<file path="config.mk">
export PLATFORM = sky130hd
export DESIGN_NAME = stq_combine
export DESIGN_NICKNAME = d
export VERILOG_FILES = /design/src/rtl/stq_pkg.sv /design/src/rtl/stq_combine.sv
export SDC_FILE = /design/constraint.sdc
export NUM_CORES = 1
export LEC_CHECK = 0
export BUFFER_PORTS_ARGS = -buffer_cell sky130_fd_sc_hd__clkbuf_2
export CAP_MARGIN = 10
export CORE_MARGIN = 1
export CORE_UTILIZATION = 51
export DETAILED_ROUTE_END_ITERATION = 10
export PLACE_DENSITY = 0.73
export SETUP_SLACK_MARGIN = 0.5
export SLEW_MARGIN = 20
export SYNTH_ARGS = -nofsm -noshare
export SYNTH_HDL_FRONTEND = slang
export SYNTH_SLANG_ARGS = --single-unit
</file>
<file path="constraint.sdc">
create_clock -name vclk -period 7.5
set_input_delay 0.375 -clock vclk [all_inputs]
set_output_delay 0.375 -clock vclk [all_outputs]
set_load 0.02 [all_outputs]
</file>
<file path="src/rtl/stq_pkg.sv">
// ----------------------------------------------------------------------------
// stq_pkg: segment tree range query shared definitions
// Sizes, command and operator codes, register indexes and word types.
// ----------------------------------------------------------------------------
package stq_pkg;

  localparam int LEAVES    = 1024;
  localparam int SPAN_LOG  = $clog2(LEAVES);
  localparam int SPAN      = 1 << SPAN_LOG;
  localparam int NODE_AW   = SPAN_LOG + 1;
  localparam int NODES     = 2 * SPAN;
  localparam int SH_W      = $clog2(SPAN_LOG + 1);
  localparam int POS_W     = 11;
  localparam int VAL_W     = 64;
  localparam int CFG_IDX_W = 1;

  typedef enum logic [1:0] {
    CMD_CLEAR = 2'd0,
    CMD_SET   = 2'd1,
    CMD_ADD   = 2'd2,
    CMD_QUERY = 2'd3
  } cmd_t;

  typedef enum logic [1:0] {
    OP_SUM = 2'd0,
    OP_MIN = 2'd1,
    OP_MAX = 2'd2,
    OP_XOR = 2'd3
  } op_t;

  typedef enum logic [CFG_IDX_W-1:0] {
    REG_COMBINE_OP = 1'b0,
    REG_IDENTITY   = 1'b1
  } cfg_reg_t;

  typedef struct packed {
    logic [1:0]              command;
    logic [POS_W-1:0]        position;
    logic [POS_W-1:0]        range_end;
    logic signed [VAL_W-1:0] value;
  } in_word_t;

  typedef struct packed {
    logic signed [VAL_W-1:0] result_value;
    logic                    status;
  } out_word_t;

endpackage

</file>
<file path="src/rtl/stq_combine.sv">
// ----------------------------------------------------------------------------
// stq_combine: node combine unit
// Wrapping sum, signed minimum, signed maximum or xor of two node values.
// ----------------------------------------------------------------------------
module stq_combine (
  input  stq_pkg::op_t                     op,
  input  logic signed [stq_pkg::VAL_W-1:0] a,
  input  logic signed [stq_pkg::VAL_W-1:0] b,
  output logic signed [stq_pkg::VAL_W-1:0] y
);

  always_comb begin
    case (op)
      stq_pkg::OP_SUM: y = a + b;
      stq_pkg::OP_MIN: y = (a <= b) ? a : b;
      stq_pkg::OP_MAX: y = (a >= b) ? a : b;
      stq_pkg::OP_XOR: y = a ^ b;
      default:         y = a ^ b;
    endcase
  end

endmodule

</file>
==> results.md, run 1 <==
* GR Util met1 at 47.3%
* Boundary pin count at 194
* Pin count of the biggest net entering global routing at 66
* Seq_cells at 0
* Comb pwr share at 100.0%
* Initial core utilization at 53.0%
* Post-Route WL at 33.2 mm
* Max cap viols at 0
* Number of global-route vias before repair at 10293
* Worst min-delay path class: input port to output pin
* Crit path cell chain: clkbuf_2 -> inv_1 -> ha_1 -> a211oi_1 -> o21ai_0 -> a2111oi_2 -> a21o_1 -> nand3_2 -> nand2_2 -> buf_4 -> mux2i_1 -> mux4_2 -> inv_1 -> clkbuf_2
* Dpl cell area at 0.00988 sq mm
* Top cells by count, synth: 144 x a21oi_1, 135 x inv_1, 127 x ha_1
* Sequential area share after synthesis at 0%
* Die width at 134 um
* Flop pwr share at 0%
* Avg WL per Cell at 20.0 um
* PD cells at 96.9 mW/mm^2
* Total power at 957 uW
* Die area at 0.0180 sq mm
* Fin area at 0.00988 sq mm
* Sw frac at 63.3%
* Port buffer count at 194
* Pint at 351 uW
* Static Leakage at 4.72 nW
* Clk_buf instances at 0
* Nets at 1702
* Die H at 134 um
* DRT antenna net count at 0
* Cell variety after synth at 97
* Crit path arrival time at 4970 ps
* Initial antenna violation count at 0
* Placed Cells at 1662
* Net Sw Power at 606 uW
* Clock Power Share at 0%
* Slowest stage delay, CP at 850 ps
* Synth-to-Final Area Change at 10.9%
* CP Max Fanout at 36
* DP HPWL at 25.3 mm
* Setup crit end kind: output pin
* Top-area cell type share of the netlist area at 17.8%
* GRT overflow at 0
* Slowest stage cell on the critical path: nand2_2
* Layout cells sized above 1 at 17.9%
* Leading area contributor after synthesis: ha_1
* Slew @ Worst Pin at 1130 ps
* Cell count after synthesis at 1317
* First-pass GRT wire length at 52.1 mm
* # DRC at 0
* Vias per cell at 6.62
* Synthesized area at 0.00891 sq mm
* # resized after CTS at 0
* Total GRT Usage at 35.5%
* Final period util at 71.3%
* Final hold violations at 0
* Most used routing layer: met2
* Routed via count at 10998
* Synth top area cells: ha_1 18%, a21oi_1 8.1%, mux2i_1 7.3%, inv_1 5.7%, nor2_1 4.5%
* Final setup vio count at 0
* Yosys warnings at 0
* Status: finished clean
* Most frequent cell after synthesis: a21oi_1
* Met2 capacity usage during global routing at 58.3%
* Post-CTS Hold Fix Bufs at 0
* Peak VDD IR at 54.1 uV
* F_max at 0.187 GHz
* Slew Limit Fails at 0
* FF/Latch Area at 0 sq um
* Postcts setup bufs at 0
* Critical Path Start Type: input port
* Worst rel slew slack at 24.3%
* RSZ-0062 raised after global routing: false
* Setup_tns at 0 ps
* Non-Filler Instances at 1662
* Fin crit period at 5350 ps
* Num rows at 47
* Core ar. at 0.0168 sq mm
* Syn_nets at 1575
* Syn Area/Cell at 6.77 sq um
* Gpl congestion at 0.989
* Initial DRC count at 834
* DR pass1 iterations at 6
* WS Path Type: input port to output pin
* Ant. Diodes at 0
* Global Route met3 Usage at 3.78%
* Required time of the critical path at 7120 ps
* Core Util, Final at 58.7%
[cells in the final DEF (no fill, tap or decap), drive strengths merged, types with 8 or more instances in the layout]
cell and n:
nor3 57, nor2 107, clkbuf 193, mux2i 66
o22ai 8, o211ai 15, a221o 16, o22a 12
a21oi 147, a211oi 19, inv 135, a211o 8
o31ai 22, nor4 21, o21bai 23, nor2b 17
a21o 16, nand4 19, nand3 28, buf 15
ha 127, mux2 38, nand2 60, a221oi 12
a31oi 11, a22oi 18, o21ai 105
[final cells by class]
type | count | area (sq um)
tap | 220 | 275
inverter | 135 | 507
fill | 1723 | 6940
timing repair buffer | 208 | 1080
multi-input combinational | 1099 | 8020
[kinds of logic after synthesis]
group           share of synthesized area, %
mux                                     12.5
simple gates                            20.1
buf+inv                                 10.1
xor+xnor                               0.590
fa+ha+maj                               18.1
compound gates                          38.7
[path summary, 6_finish.rpt]
path / startpoint / end / slack [ps] / cells past startpoint
max: b[5] / y[1] / 2150 / 14
min: b[40] / y[40] / 1140 / 3
[critical path: cells and delay by family]
kind,cells,cell delay [ps]
mux,2,580
buf+inv,5,900
compound gates,4,1690
fa+ha+maj,1,390
simple gates,2,1000
[per-stage QoR]
step	hold WS (ps)	setup WS, ps
6_report	1140	2150
5_1_grt	1170	2050
4_1_cts	1150	2300
3_5_place_dp	1150	2300
3_3_place_gp	1140	2330
2_1_floorplan	962	3700
[power groups by stage]
stage	Clock, mW	Sequential, mW	Combinational (mW)
final	0	0	0.957
after global routing	0	0	1.03
after floorplan	0	0	0.668
after global placement	0	0	0.927
after detailed placement	0	0	0.934
after CTS	0	0	0.938
[layer usage]
metal	vias to the layer above	share of wire (%)	wire length [um]
li1	5200	-	-
met1	5076	42	14000
met5	-	0	0
met2	623	45	14800
met4	0	4.1	1350
met3	99	9.1	3000
Note: power is estimated with default switching activity, not from simulation.
==> inputs of run 2 (changes only) <==
- ABC_AREA: default -> 1
- PLACE_DENSITY: 0.73 -> 0.74
- clock period: 7.5 -> 4.76 ns (I/O delays scaled with it)
==> run 2 against run 1 <==
  * Count of clock-buffer cells in the layout did not move
  * Via count up 31%
  * Cell count up 42%
  * Die area is 12% higher
  * Critical path depth unchanged
  * Sequential cell count unchanged
  * Critical path type unchanged
  * First-iteration DRC count grew 89%
==> results.md, run 2 <==
* Status: finished clean (unchanged)
* Dpl cell area at 0.0111 sq mm (was 0.00988 sq mm)
* First-pass GRT wire length at 68.7 mm (was 52.1 mm)
* Setup_tns at 0 ps (unchanged)
* Synth top area cells: nand2_1 17%, ha_1 16%, inv_1 14%, nand3_1 13%, nand4_1 9.4% (was ha_1 18%, a21oi_1 8.1%, mux2i_1 7.3%, inv_1 5.7%, nor2_1 4.5%)
* RSZ-0062 raised after global routing: false (unchanged)
* Final period util at 82.5%
* Sequential area share after synthesis at 0% (unchanged)
* Ant. Diodes at 0 (unchanged)
* Port buffer count at 194 (unchanged)
* Core ar. at 0.0190 sq mm (was 0.0168 sq mm)
* Min setup slack post-route at 835 ps (was 2150 ps)
* Gpl congestion at 1.13 (was 0.989)
* Routed via count at 14449 (was 10998)
* Worst rel slew slack at 30.4% (was 24.3%)
* Avg WL per Cell at 19.2 um (was 20.0 um)
* Crit path to: y[34] (was y[1])
* Yosys warnings at 0 (unchanged)
* Syn Area/Cell at 5.10 sq um (was 6.77 sq um)
* Syn_nets at 2224 (was 1575)
* Initial core utilization at 52.9% (was 53.0%)
* Post-Route WL at 45.4 mm (was 33.2 mm)
* Nets at 2367 (was 1702)
* Total power at 1.65 mW (was 957 uW)
* Leading area contributor after synthesis: nand2_1 (was ha_1)
* Setup crit start: b[25] (was b[5])
* Pin count of the biggest net entering global routing at 81 (was 66)
* Cell variety after synth at 38 (was 97)
* Peak VDD IR at 148 uV (was 54.1 uV)
* Die area at 0.0202 sq mm (was 0.0180 sq mm)
* Most used cell, CP: nand2_1
* CP Max Fanout at 5 (was 36)
* Worst min-delay path class: input port to output pin (unchanged)
* Slew @ Worst Pin at 1030 ps (was 1130 ps)
* Layout cells sized above 1 at 11.4% (was 17.9%)
* Number of global-route vias before repair at 13261 (was 10293)
* Critical Path Start Type: input port (unchanged)
* DR pass1 iterations at 6 (unchanged)
* Vias per cell at 6.10 (was 6.62)
* Most frequent cells in the layout: 448 x nand2_1, 364 x inv_1, 257 x nand3_1, 194 x nor2_1, 194 x clkbuf_2 (was 193 x clkbuf_2, 144 x a21oi_1, 135 x inv_1, 127 x ha_1, 104 x nor2_1)
* DRT antenna net count at 0 (unchanged)
* Slew Limit Fails at 0 (unchanged)
* Total GRT Usage at 43.2% (was 35.5%)
* Initial DRC count at 1578 (was 834)
* Clk_buf instances at 0 (unchanged)
* GRT overflow at 0 (unchanged)
* DP HPWL at 35.7 mm (was 25.3 mm)
* Final hold violations at 0 (unchanged)
* Setup crit end kind: output pin (unchanged)
* Post-CTS Hold Fix Bufs at 0 (unchanged)
* Slowest stage cell on the critical path: a21boi_0 (was nand2_2)
* Commonest non-fill, non-tap cell in the layout: nand2_1 (was clkbuf_2)
* Slowest stage delay, CP at 890 ps (was 850 ps)
* Crit path cell chain: clkbuf_2 -> inv_1 -> ha_1 -> inv_1 -> a21oi_1 -> a21boi_0 -> a21boi_0 -> nand2_1 -> nand2_1 -> nand2_1 -> nand2_1 -> nand3_1 -> nand4_1 -> clkbuf_2 (was clkbuf_2 -> inv_1 -> ha_1 -> a211oi_1 -> o21ai_0 -> a2111oi_2 -> a21o_1 -> nand3_2 -> nand2_2 -> buf_4 -> mux2i_1 -> mux4_2 -> inv_1 -> clkbuf_2)
* Max cap viols at 0 (unchanged)
* Fin area at 0.0112 sq mm (was 0.00988 sq mm)
* # DRC at 0 (unchanged)
* Die H at 142 um (was 134 um)
* Synthesized area at 0.0100 sq mm (was 0.00891 sq mm)
* WS Path Type: input port to output pin (unchanged)
* PD cells at 148 mW/mm^2 (was 96.9 mW/mm^2)
* Fin crit period at 3920 ps
* Synth-to-Final Area Change at 11.3% (was 10.9%)
* # resized after CTS at 0 (unchanged)
* FF/Latch Area at 0 sq um (unchanged)
* Top-area cell type share of the netlist area at 16.8% (was 17.8%)
* Cell count after synthesis at 1966 (was 1317)
* Postcts setup bufs at 0 (unchanged)
* Seq_cells at 0 (unchanged)
* Most frequent cell after synthesis: nand2_1 (was a21oi_1)
* Die width at 142 um (was 134 um)
* F_max at 0.255 GHz
* Required time of the critical path at 4520 ps (was 7120 ps)
* Boundary pin count at 194 (unchanged)
* Post-Place Setup Slack at 1170 ps (was 2300 ps)
* Crit path arrival time at 3690 ps (was 4970 ps)
* Static Leakage at 5.97 nW (was 4.72 nW)
* Final setup vio count at 0 (unchanged)
* Top cells by count, synth: 448 x nand2_1, 364 x inv_1, 257 x nand3_1 (was 144 x a21oi_1, 135 x inv_1, 127 x ha_1)
* Initial antenna violation count at 0 (unchanged)
* Num rows at 50 (was 47)
==> run 2: logic make-up after synthesis <==
family                   after synthesis  synth area share, %
AND/OR/NAND/NOR                     1104                 49.9
buffers and inverters                441                 17.7
AO/OA/AOI/OAI                        273                 14.6
adder cells (fa/ha/maj)              128                 16.1
XOR/XNOR                              20                 1.75
==> run 2: how the worst min path moves through the flow <==
stage	slack, ps	endpoint	cells past startpoint	from
after CTS	980	y[7]	6	a[7]
after global routing	1020	y[63]	6	a[63]
after detailed placement	980	y[7]	6	a[7]
final	980	y[7]	6	a[7]
after floorplan	780	y[19]	4	a[19]
after global placement	960	y[0]	6	a[0]
==> run 2: metrics by stage <==
stage | instances | hold WS [ps] | util (%)
2_1_floorplan | 1966 | 784 | -
3_3_place_gp | 2365 | 964 | 58.6
3_5_place_dp | 2365 | 982 | 58.6
4_1_cts | 2365 | 982 | 58.6
5_1_grt | 2367 | 1020 | 58.9
6_report | 2367 | 980 | 58.9
==> run 2: report_power, final <==
group / leakage, nW / internal [mW] / switching, mW
logic: 5.97 / 0.493 / 1.16
clock network: 0 / 0 / 0
registers: 0 / 0 / 0
total: 5.97 / 0.493 / 1.16
==> run 2: critical path: cells and delay by family <==
family / cells / cell delay, ps
simple gates: 6 / 920
buf+inv: 4 / 440
fa+ha+maj: 1 / 330
compound gates: 3 / 1740
==> run 2: final cells by class <==
class | instances | area, sq um
multi-input cells | 1525 | 8280
fillers | 2066 | 7800
repair buffers | 210 | 1160
well taps | 260 | 325
inverters | 372 | 1400
==> run 2: metal layers <==
layer | up-vias | part of all wire, % | GRT usage [%]
li1 | 6737 | - | -
met1 | 6492 | 39 | 53.3
met2 | 1027 | 45 | 73.4
met3 | 193 | 11 | 6.16
met4 | 0 | 5.2 | 20.7
met5 | - | 0 | 0
